===== config.mk =====
export PLATFORM = sky130hd
export DESIGN_NAME = inverse_piecewise_linear_calibration_top
export DESIGN_NICKNAME = d
export VERILOG_FILES = /design/src/sv/ipwl_pkg.sv /design/src/sv/ipwl_ram.sv /design/src/sv/ipwl_ctrl.sv /design/src/sv/ipwl_dp.sv /design/src/sv/inverse_piecewise_linear_calibration_top.sv
export SDC_FILE = /design/constraint.sdc
export NUM_CORES = 2
export LEC_CHECK = 0
export BUFFER_PORTS_ARGS = -buffer_cell sky130_fd_sc_hd__buf_4
export CAP_MARGIN = 10
export CORE_AREA = 5 5 374 743
export DETAILED_ROUTE_END_ITERATION = 7
export DIE_AREA = 0 0 379 748
export SYNTH_ARGS = -nofsm -noshare
export SYNTH_HDL_FRONTEND = slang
export SYNTH_SLANG_ARGS = --single-unit

===== constraint.sdc =====
create_clock -name clk_i -period 9.25 [get_ports clk_i]
set_input_delay 2.3125 -clock clk_i [delete_from_list [all_inputs] [get_ports clk_i]]
set_output_delay 2.3125 -clock clk_i [all_outputs]
set_load 0.01 [all_outputs]

===== src/sv/ipwl_pkg.sv =====
package ipwl_pkg;

  // Default table geometry.
  localparam int NumSensorsDef = 4;
  localparam int NumPointsDef  = 21;

  // Field widths.
  localparam int FuncW    = 1;
  localparam int SensorW  = 2;
  localparam int PidxW    = 5;
  localparam int SampleW  = 16;
  localparam int StepW    = 13;
  localparam int SegW     = 5;
  localparam int StatusW  = 3;
  localparam int CfgIdxW  = 1;
  localparam int CfgDataW = 16;

  // Divider geometry: the dividend is |reading - entry| times the step.
  localparam int DenW  = SampleW;
  localparam int NumW  = SampleW + StepW;
  localparam int CntW  = $clog2(NumW);
  localparam int WideW = 32;

  // Register reset values.
  localparam logic signed [SampleW-1:0] OriginRst = -16'sd5000;
  localparam logic [StepW-1:0]          StepRst   = 13'd500;

  // Register indexes.
  localparam logic [CfgIdxW-1:0] CfgOrigin = 1'd0;
  localparam logic [CfgIdxW-1:0] CfgStep   = 1'd1;

  // Input function codes.
  localparam logic [FuncW-1:0] FuncLoad    = 1'b0;
  localparam logic [FuncW-1:0] FuncConvert = 1'b1;

  // Result status codes.
  localparam logic [StatusW-1:0] StatInterp = 3'd0;
  localparam logic [StatusW-1:0] StatAbove  = 3'd1;
  localparam logic [StatusW-1:0] StatBelow  = 3'd2;
  localparam logic [StatusW-1:0] StatFlat   = 3'd3;
  localparam logic [StatusW-1:0] StatNoSeg  = 3'd4;

  // Saturation limits.
  localparam logic signed [WideW-1:0] DistMax = 32'sd32767;
  localparam logic signed [WideW-1:0] DistMin = -32'sd32768;

  typedef struct packed {
    logic wr;
    logic capture;
    logic scan;
    logic sel;
    logic mul;
    logic div;
    logic load_out;
  } cmd_t;

  typedef struct packed {
    logic sensor_ok;
    logic scan_last;
    logic div_last;
  } sts_t;

endpackage


===== src/sv/ipwl_ram.sv =====
module ipwl_ram #(
  parameter int Width = 16,
  parameter int Depth = 84
) (
  input  logic                     clk_i,
  input  logic                     we_i,
  input  logic [$clog2(Depth)-1:0] waddr_i,
  input  logic [Width-1:0]         wdata_i,
  input  logic                     re_i,
  input  logic [$clog2(Depth)-1:0] raddr_i,
  output logic [Width-1:0]         rdata_o
);

  logic [Width-1:0] mem_q [Depth];
  logic [Width-1:0] rdata_q;

  always_ff @(posedge clk_i) begin
    if (we_i) begin
      mem_q[waddr_i] <= wdata_i;
    end
    if (re_i) begin
      rdata_q <= mem_q[raddr_i];
    end
  end

  assign rdata_o = rdata_q;

endmodule


===== src/sv/ipwl_ctrl.sv =====
module ipwl_ctrl (
  input  logic                        clk_i,
  input  logic                        rst_ni,
  input  logic                        in_valid_i,
  input  logic [ipwl_pkg::FuncW-1:0]  func_i,
  output logic                        in_ready_o,
  output logic                        out_valid_o,
  input  logic                        out_ready_i,
  output ipwl_pkg::cmd_t              cmd_o,
  input  ipwl_pkg::sts_t              sts_i
);
  import ipwl_pkg::*;

  typedef enum logic [2:0] {
    IDLE,
    SCAN,
    SEL,
    MUL,
    DIV,
    FIN
  } state_e;

  state_e state_q, state_d;
  logic   out_valid_q, out_valid_d;

  always_comb begin
    state_d    = state_q;
    cmd_o      = '0;
    in_ready_o = 1'b0;
    case (state_q)
      IDLE: begin
        in_ready_o = 1'b1;
        if (in_valid_i) begin
          if (func_i == FuncLoad) begin
            cmd_o.wr = 1'b1;
          end else begin
            cmd_o.capture = 1'b1;
            // A request for a sensor without a table skips the search.
            state_d = sts_i.sensor_ok ? SCAN : FIN;
          end
        end
      end
      SCAN: begin
        cmd_o.scan = 1'b1;
        if (sts_i.scan_last) begin
          state_d = SEL;
        end
      end
      SEL: begin
        cmd_o.sel = 1'b1;
        state_d   = MUL;
      end
      MUL: begin
        cmd_o.mul = 1'b1;
        state_d   = DIV;
      end
      DIV: begin
        cmd_o.div = 1'b1;
        if (sts_i.div_last) begin
          state_d = FIN;
        end
      end
      FIN: begin
        if (!out_valid_q || out_ready_i) begin
          cmd_o.load_out = 1'b1;
          state_d        = IDLE;
        end
      end
      default: begin
        state_d = IDLE;
      end
    endcase
  end

  always_comb begin
    out_valid_d = out_valid_q;
    if (cmd_o.load_out) begin
      out_valid_d = 1'b1;
    end else if (out_ready_i) begin
      out_valid_d = 1'b0;
    end
  end

  always_ff @(posedge clk_i or negedge rst_ni) begin
    if (!rst_ni) begin
      state_q     <= IDLE;
      out_valid_q <= 1'b0;
    end else begin
      state_q     <= state_d;
      out_valid_q <= out_valid_d;
    end
  end

  assign out_valid_o = out_valid_q;

endmodule


===== src/sv/ipwl_dp.sv =====
module ipwl_dp #(
  parameter int NUM_SENSORS = ipwl_pkg::NumSensorsDef,
  parameter int NUM_POINTS  = ipwl_pkg::NumPointsDef
) (
  input  logic                                 clk_i,
  input  logic                                 rst_ni,
  input  ipwl_pkg::cmd_t                       cmd_i,
  output ipwl_pkg::sts_t                       sts_o,
  input  logic [ipwl_pkg::SensorW-1:0]         sensor_i,
  input  logic [ipwl_pkg::PidxW-1:0]           point_index_i,
  input  logic signed [ipwl_pkg::SampleW-1:0]  sample_i,
  input  logic                                 cfg_we_i,
  input  logic [ipwl_pkg::CfgIdxW-1:0]         cfg_idx_i,
  input  logic [ipwl_pkg::CfgDataW-1:0]        cfg_data_i,
  output logic signed [ipwl_pkg::SampleW-1:0]  distance_o,
  output logic [ipwl_pkg::SegW-1:0]            segment_o,
  output logic [ipwl_pkg::StatusW-1:0]         status_o,
  output logic                                 saturated_o
);
  import ipwl_pkg::*;

  localparam int Depth = NUM_SENSORS * NUM_POINTS;
  localparam int AW    = $clog2(Depth);
  localparam int PW    = $clog2(NUM_POINTS + 1);
  localparam int DW    = SampleW + 1;

  // Configuration registers.
  logic signed [SampleW-1:0] origin_q;
  logic [StepW-1:0]          step_q;

  always_ff @(posedge clk_i or negedge rst_ni) begin
    if (!rst_ni) begin
      origin_q <= OriginRst;
      step_q   <= StepRst;
    end else if (cfg_we_i) begin
      case (cfg_idx_i)
        CfgOrigin: origin_q <= $signed(cfg_data_i);
        CfgStep:   step_q   <= cfg_data_i[StepW-1:0];
        default:   ;
      endcase
    end
  end

  // Table memory.
  logic          sensor_ok, pidx_ok;
  logic          ram_we, ram_re;
  logic [AW-1:0] waddr, raddr, base_q;
  logic [PW-1:0] idx_q;
  logic [SampleW-1:0] rdata;
  logic signed [SampleW-1:0] rd;

  assign sensor_ok = 32'(sensor_i) < 32'(NUM_SENSORS);
  assign pidx_ok   = 32'(point_index_i) < 32'(NUM_POINTS);
  assign ram_we    = cmd_i.wr && sensor_ok && pidx_ok;
  assign waddr     = AW'(32'(sensor_i) * 32'(NUM_POINTS) + 32'(point_index_i));
  assign ram_re    = cmd_i.scan && (32'(idx_q) < 32'(NUM_POINTS));
  assign raddr     = AW'(32'(base_q) + 32'(idx_q));
  assign rd        = $signed(rdata);

  ipwl_ram #(
    .Width(SampleW),
    .Depth(Depth)
  ) u_ram (
    .clk_i  (clk_i),
    .we_i   (ram_we),
    .waddr_i(waddr),
    .wdata_i(sample_i),
    .re_i   (ram_re),
    .raddr_i(raddr),
    .rdata_o(rdata)
  );

  // Table scan. Read data for entry idx_q-1 arrives while entry idx_q is read.
  logic signed [SampleW-1:0] v_q, t0_q, t1_q, last_q, pen_q, lo_q, hi_q;
  logic [PW-1:0] fseg_q;
  logic          found_q, nosens_q;

  always_ff @(posedge clk_i) begin
    if (cmd_i.capture) begin
      v_q      <= sample_i;
      base_q   <= AW'(32'(sensor_i) * 32'(NUM_POINTS));
      idx_q    <= '0;
      found_q  <= 1'b0;
      nosens_q <= !sensor_ok;
    end else if (cmd_i.scan) begin
      idx_q <= idx_q + PW'(1);
      if (idx_q != '0) begin
        last_q <= rd;
        pen_q  <= last_q;
        if (idx_q == PW'(1)) begin
          t0_q <= rd;
        end
        if (idx_q == PW'(2)) begin
          t1_q <= rd;
        end
        // The first segment in index order that holds the reading wins.
        if (idx_q > PW'(1) && !found_q && v_q >= last_q && v_q < rd) begin
          found_q <= 1'b1;
          lo_q    <= last_q;
          hi_q    <= rd;
          fseg_q  <= idx_q - PW'(2);
        end
      end
    end
  end

  assign sts_o.sensor_ok = sensor_ok;
  assign sts_o.scan_last = idx_q == PW'(NUM_POINTS);

  // Segment selection.
  logic signed [SampleW-1:0] s_base;
  logic signed [DW-1:0]      s_den, s_diff;
  logic [PW-1:0]             s_k, s_seg;
  logic [StatusW-1:0]        s_status;
  logic                      s_sub, above, below;

  always_comb begin
    above    = v_q >= last_q;
    below    = v_q < t0_q;
    s_base   = lo_q;
    s_den    = {hi_q[SampleW-1], hi_q} - {lo_q[SampleW-1], lo_q};
    s_k      = fseg_q;
    s_seg    = fseg_q;
    s_sub    = 1'b0;
    s_status = StatInterp;
    if (above) begin
      s_base   = last_q;
      s_den    = {last_q[SampleW-1], last_q} - {pen_q[SampleW-1], pen_q};
      s_k      = PW'(NUM_POINTS - 1);
      s_seg    = PW'(NUM_POINTS - 2);
      s_status = (s_den == '0) ? StatFlat : StatAbove;
    end else if (below) begin
      s_base   = t0_q;
      s_den    = {t0_q[SampleW-1], t0_q} - {t1_q[SampleW-1], t1_q};
      s_k      = '0;
      s_seg    = '0;
      s_sub    = 1'b1;
      s_status = (s_den == '0) ? StatFlat : StatBelow;
    end else if (!found_q) begin
      s_seg    = '0;
      s_status = StatNoSeg;
    end
    s_diff = {v_q[SampleW-1], v_q} - {s_base[SampleW-1], s_base};
  end

  logic [SampleW-1:0]  diff_mag_q;
  logic [DenW-1:0]     den_q;
  logic [PW-1:0]       k_q, seg_q;
  logic [StatusW-1:0]  status_q;
  logic                qneg_q;

  always_ff @(posedge clk_i) begin
    if (cmd_i.sel) begin
      diff_mag_q <= SampleW'(s_diff[DW-1] ? -s_diff : s_diff);
      den_q      <= DenW'(s_den[DW-1] ? -s_den : s_den);
      qneg_q     <= s_diff[DW-1] ^ s_den[DW-1] ^ s_sub;
      k_q        <= s_k;
      seg_q      <= s_seg;
      status_q   <= s_status;
    end
  end

  // Product, calibration point and restoring divider.
  logic signed [WideW-1:0] p_q;
  logic [NumW-1:0]         quo_q;
  logic [DenW-1:0]         rem_q;
  logic [CntW-1:0]         cnt_q;
  logic [DenW:0]           trial;

  assign trial = {rem_q, quo_q[NumW-1]} - {1'b0, den_q};

  always_ff @(posedge clk_i) begin
    if (cmd_i.mul) begin
      quo_q <= NumW'(diff_mag_q) * NumW'(step_q);
      p_q   <= WideW'(origin_q) + $signed(WideW'(step_q) * WideW'(k_q));
      rem_q <= '0;
      cnt_q <= '0;
    end else if (cmd_i.div) begin
      cnt_q <= cnt_q + CntW'(1);
      if (!trial[DenW]) begin
        rem_q <= trial[DenW-1:0];
        quo_q <= {quo_q[NumW-2:0], 1'b1};
      end else begin
        rem_q <= {rem_q[DenW-2:0], quo_q[NumW-1]};
        quo_q <= {quo_q[NumW-2:0], 1'b0};
      end
    end
  end

  assign sts_o.div_last = cnt_q == CntW'(NumW - 1);

  // Result assembly and output register.
  logic signed [WideW-1:0] q_mag, q_s, sum;
  logic                    no_seg;

  always_comb begin
    q_mag  = $signed(WideW'(quo_q));
    q_s    = qneg_q ? -q_mag : q_mag;
    sum    = (status_q == StatFlat) ? p_q : p_q + q_s;
    no_seg = nosens_q || (status_q == StatNoSeg);
  end

  logic signed [SampleW-1:0] dist_q;
  logic [SegW-1:0]           segment_q;
  logic [StatusW-1:0]        status_out_q;
  logic                      sat_q;

  always_ff @(posedge clk_i) begin
    if (cmd_i.load_out) begin
      if (no_seg) begin
        dist_q       <= '0;
        segment_q    <= '0;
        status_out_q <= StatNoSeg;
        sat_q        <= 1'b0;
      end else begin
        segment_q    <= SegW'(seg_q);
        status_out_q <= status_q;
        if (sum > DistMax) begin
          dist_q <= SampleW'(DistMax);
          sat_q  <= 1'b1;
        end else if (sum < DistMin) begin
          dist_q <= SampleW'(DistMin);
          sat_q  <= 1'b1;
        end else begin
          dist_q <= SampleW'(sum);
          sat_q  <= 1'b0;
        end
      end
    end
  end

  assign distance_o  = dist_q;
  assign segment_o   = segment_q;
  assign status_o    = status_out_q;
  assign saturated_o = sat_q;

endmodule


===== src/sv/inverse_piecewise_linear_calibration_top.sv =====
// Inverse piecewise-linear calibration. Each sensor has a table of NUM_POINTS
// raw readings taken at evenly spaced output points (origin plus i times step).
// Requests arrive on a valid/ready input channel. A load request (func 0)
// writes one table entry in the cycle it is accepted and gives no result.
// A convert request (func 1) scans the sensor's table once, one entry per
// cycle from the table RAM, then multiplies and runs a bit-serial divider of
// 29 steps before its result is loaded into the output register; a request
// for a sensor without a table skips the scan and the divider.
// One request is in work at a time: no new request is accepted until the
// current one has loaded its result.
// Results leave through an output register on a valid/ready channel. While
// the receiver stalls, the block still accepts the next request and finishes
// its work, then holds it until the output register frees up.
// Reset clears the control state and sets the origin to -5000 and the step to
// 500; table contents are undefined until loaded. Configuration writes take
// effect at once and must only be made while the block is idle.
module inverse_piecewise_linear_calibration_top #(
  parameter int NUM_SENSORS = ipwl_pkg::NumSensorsDef,
  parameter int NUM_POINTS  = ipwl_pkg::NumPointsDef
) (
  input  logic                                 clk_i,
  input  logic                                 rst_ni,
  input  logic                                 in_valid_i,
  output logic                                 in_ready_o,
  input  logic [ipwl_pkg::FuncW-1:0]           func_i,
  input  logic [ipwl_pkg::SensorW-1:0]         sensor_i,
  input  logic [ipwl_pkg::PidxW-1:0]           point_index_i,
  input  logic signed [ipwl_pkg::SampleW-1:0]  sample_i,
  output logic                                 out_valid_o,
  input  logic                                 out_ready_i,
  output logic signed [ipwl_pkg::SampleW-1:0]  distance_o,
  output logic [ipwl_pkg::SegW-1:0]            segment_o,
  output logic [ipwl_pkg::StatusW-1:0]         status_o,
  output logic                                 saturated_o,
  input  logic                                 cfg_we_i,
  input  logic [ipwl_pkg::CfgIdxW-1:0]         cfg_idx_i,
  input  logic [ipwl_pkg::CfgDataW-1:0]        cfg_data_i
);
  import ipwl_pkg::*;

  cmd_t cmd;
  sts_t sts;

  ipwl_ctrl u_ctrl (
    .clk_i      (clk_i),
    .rst_ni     (rst_ni),
    .in_valid_i (in_valid_i),
    .func_i     (func_i),
    .in_ready_o (in_ready_o),
    .out_valid_o(out_valid_o),
    .out_ready_i(out_ready_i),
    .cmd_o      (cmd),
    .sts_i      (sts)
  );

  ipwl_dp #(
    .NUM_SENSORS(NUM_SENSORS),
    .NUM_POINTS (NUM_POINTS)
  ) u_dp (
    .clk_i        (clk_i),
    .rst_ni       (rst_ni),
    .cmd_i        (cmd),
    .sts_o        (sts),
    .sensor_i     (sensor_i),
    .point_index_i(point_index_i),
    .sample_i     (sample_i),
    .cfg_we_i     (cfg_we_i),
    .cfg_idx_i    (cfg_idx_i),
    .cfg_data_i   (cfg_data_i),
    .distance_o   (distance_o),
    .segment_o    (segment_o),
    .status_o     (status_o),
    .saturated_o  (saturated_o)
  );

endmodule

==> impl_metrics.csv <==
group,metric,value,unit
cts,cts_tree,"built",
cts,cts_buffers,160,
cells_and_area,final_common_cell,"edfxtp_1",
floorplan,fp.coreArea,0.2719,mm²
worst_setup_path,cp.required,9760,ps
grt,grt_overflow,0,
worst_setup_path,path_cells,"nand2_1, fa_1, inv_1, fa_1, fa_1, fa_1, inv_1, fa_1, inv_1, ha_1, nand2_1, o21ai_0, or3_1, o211a_1, o41ai_1, o21ai_0, o41a_1, a31oi_1, xnor2_1, o21ai_0",
sta,period_share,77.33,%
floorplan,initial_core_util,29.74,%
worst_setup_path,crit_path_start,"u_dp.step_q[9]",
floorplan,rows,271,
sta,final.setup.tns,0,ps
synthesis,yosys_most_used_dff,"edfxtp_1",
detailed_routing,drtIter0Drc,2814,
synthesis,synth_nets,5751,
worst_setup_path,endpoint,"u_dp.quo_q[28]",
sta,fin_skew,93.82,ps
cts,ctsHoldBuffers,0,
synthesis,synth_cell_types,83,
worst_setup_path,slowest_stage,"dfrtp_1",
cells_and_area,final_cells,9023,
detailed_routing,drt-pass1-iter-count,6,
synthesis,synth-edff-count,1599,
cts,clk_path_buf_depth,4,
detailed_routing,wirelength,210.6,mm
cts,clockRootBuffer,"clkbuf_16",
worst_setup_path,cpMostUsedCell,"fa_1",
detailed_routing,dr_total_vias,44120,
sta,max_freq,0.1398,GHz
cts,htreeDepth,4,
worst_setup_path,path_max_fanout,22,
synthesis,async_flop_share,1.989,%
floorplan,die_h,748,µm
worst_setup_path,crit_path_end_kind,"register",
sta,tightestPinTransition,1155,ps
worst_setup_path,critical_path_depth,20,
placement,port_buffers,72,
worst_setup_path,critPathBufInv,3,
worst_setup_path,crit_type,"reg -> reg",
synthesis,ys_seq_area_share,61.09,%
cts,cts_resized,0,
worst_setup_path,reg2reg_from,"u_dp.step_q[9]",
synthesis,ys_ff_latch,1659,
grt,grt_usage,14.70,%
cells_and_area,layout-drive-gt1-share,16.98,%
cts,clock_latency,870,ps
worst_setup_path,crit_family,"adder cells",
grt,first_global_vias,47990,
floorplan,die-area,0.2835,mm²
grt,grt_max_degree,140,
status,status,"finished clean",
run,maxCapViolCount,0,
cts,cts_sinks,1659,
cts,post-cts-setup-buffers,0,
detailed_routing,drt-wirelength-per-cell,23.34,µm
worst_setup_path,cp_data_arrival_time,7660,ps
detailed_routing,drc,0,
placement,dp.cells,8737,
worst_setup_path,critPathLaunchType,"register",
sta,setup_violations,0,
sta,hold_viol_final,0,
synthesis,syn-cell-area,0.08087,mm²
synthesis,syn_avg_cell_area,15.54,µm²
worst_setup_path,worstRegToRegCells,20,
grt,antenna_found_initial,6,
synthesis,syn_inst,5205,
hold_path,hold_class,"reg -> reg",
worst_setup_path,cp_slowest_stage_delay,950,ps
placement,place_congestion,0.8925,
floorplan,die_w,379,µm
cells_and_area,final_cell_mix,"edfxtp_1 (1599), inv_1 (434), mux4_2 (432), nand2_1 (382), ha_1 (303)",
synthesis,yosys_warnings,0,
cells_and_area,num-nets-final,5897,
detailed_routing,drtAntennaViolNets,0,
worst_setup_path,ff2ff_setup_slack,2100,ps
floorplan,ios,73,
sta,setup_ws,2097,ps
detailed_routing,vias_per_cell,4.890,
sta,period_needed,7153,ps
sta,final-max-slew-violation-count,0,
cts,clkTransAtPathRegs,70,ps
cells_and_area,area_growth,12.64,%
sta,max_slew_margin,22.63,%
sta,rsz0062_at_grt,"false",
placement,place_ws,2142,ps
worst_setup_path,worstReg2RegEnd,"u_dp.quo_q[28]",
grt,grt_pass1_wl,310.2,mm
placement,post-dp-hpwl,152.6,mm
==> per-layer routing <==
| metal | GRT usage, % | wire, µm |
|---|---|---|
| met1 | 13.42 | 65750 |
| met2 | 30.07 | 123600 |
| met3 | 1.666 | 6740 |
| met4 | 8.912 | 14580 |
| met5 | 0 | 0 |
==> worst register-to-register path, delay by kind of cell (launching register included) <==
family | cells | cell delay, ps
and+or+nand+nor | 3 | 600
xor gates and xnor gates | 1 | 140
AOI/OAI and AO/OA | 7 | 1840
buffers and inverters | 3 | 190
DFF | 1 | 950
adders and majority gates | 6 | 3140
==> registers in the layout, summed over array words and instances, names as in the netlist, 5 cells and up <==
| name | cells |
|---|---|
| u_dp.distance_o | 16 |
| u_dp.last_q | 16 |
| u_dp.seg_q | 5 |
| u_dp.cnt_q | 5 |
| u_dp.idx_q | 5 |
| u_dp.rem_q | 16 |
| u_dp.step_q | 13 |
| u_dp.lo_q | 16 |
| u_dp.p_q | 20 |
| u_dp.diff_mag_q | 16 |
| u_dp.fseg_q | 5 |
| u_dp.pen_q | 16 |
| u_dp.k_q | 5 |
| u_dp.origin_q | 16 |
| u_dp.hi_q | 16 |
| u_dp.u_ram.rdata_o | 16 |
| u_dp.u_ram.mem_q | 1344 |
| u_dp.quo_q | 29 |
| u_dp.t0_q | 16 |
| u_dp.den_q | 16 |
| u_dp.t1_q | 16 |
| u_dp.v_q | 16 |
| u_dp.segment_o | 5 |
==> metrics by stage <==
step	hold WS, ps	utilization [%]	cell area [µm²]
2_1_floorplan	445.8	-	80870
3_3_place_gp	475.2	31.67	86120
3_5_place_dp	483.4	31.67	86120
4_1_cts	492.8	33.48	91040
5_1_grt	519.3	33.50	91090
6_report	490.3	33.50	91090
==> worst min-delay path by stage <==
stage / startpoint / endpoint / slack, ps / depth (start not counted)
detailed placement: u_dp.rem_q[10] / u_dp.rem_q[10] / 480 / 2
floorplan: u_dp.rem_q[15] / u_dp.rem_q[15] / 450 / 2
finish: u_dp.rem_q[3] / u_dp.rem_q[3] / 490 / 2
global placement: u_dp.rem_q[13] / u_dp.rem_q[13] / 480 / 2
global route: u_dp.rem_q[9] / u_dp.rem_q[9] / 520 / 2
CTS: u_dp.rem_q[10] / u_dp.rem_q[10] / 490 / 2
==> synthesized netlist by cell type (24+ instances only) <==
master,instances,share of area [%]
mux2_2,34,0.47
inv_1,434,2.0
fa_1,196,4.9
mux4_2,432,12
nor2b_1,25,0.19
nand2_1,382,1.8
buf_1,35,0.16
o21bai_1,28,0.26
nand3_1,54,0.33
o21a_1,25,0.23
and3_1,24,0.19
edfxtp_1,1599,59
dfxtp_1,27,0.67
a21o_1,48,0.45
nor2_1,264,1.2
o21ai_0,192,1.2
xor2_1,58,0.63
a21oi_1,166,1.0
and2_1,143,1.1
clkbuf_1,167,0.78
xnor2_1,151,1.6
ha_1,304,4.7
mux2i_1,50,0.62
nor3_1,51,0.32
==> layout make-up <==
cell class                      instances  area [µm²]
Fill cell                           26190      180900
Sequential cell                      1659       49400
Multi-Input combinational cell       2907       29150
Tap cell                             3549        4441
Clock buffer                          198        4199
Inverter                              434        1629
Timing Repair Buffer                  189        1526
Clock inverter                         77       714.4
Antenna cell                           10       25.02
==> cells by family (layout without fill, tap and decap cells) <==
logic type	count (synthesis)	in the layout	share of synthesized area (%)
flops	1659	1659	61.09
simple gates	1052	1052	6.074
buf+inv	639	898	2.986
compound gates	628	628	4.860
mux	517	517	13.15
fa+ha+maj	500	500	9.556
xor+xnor	210	210	2.284
other cells	0	10	0
Power is not shown: default switching activity piles up to over one toggle a cycle in this logic, so the estimate is an artifact.
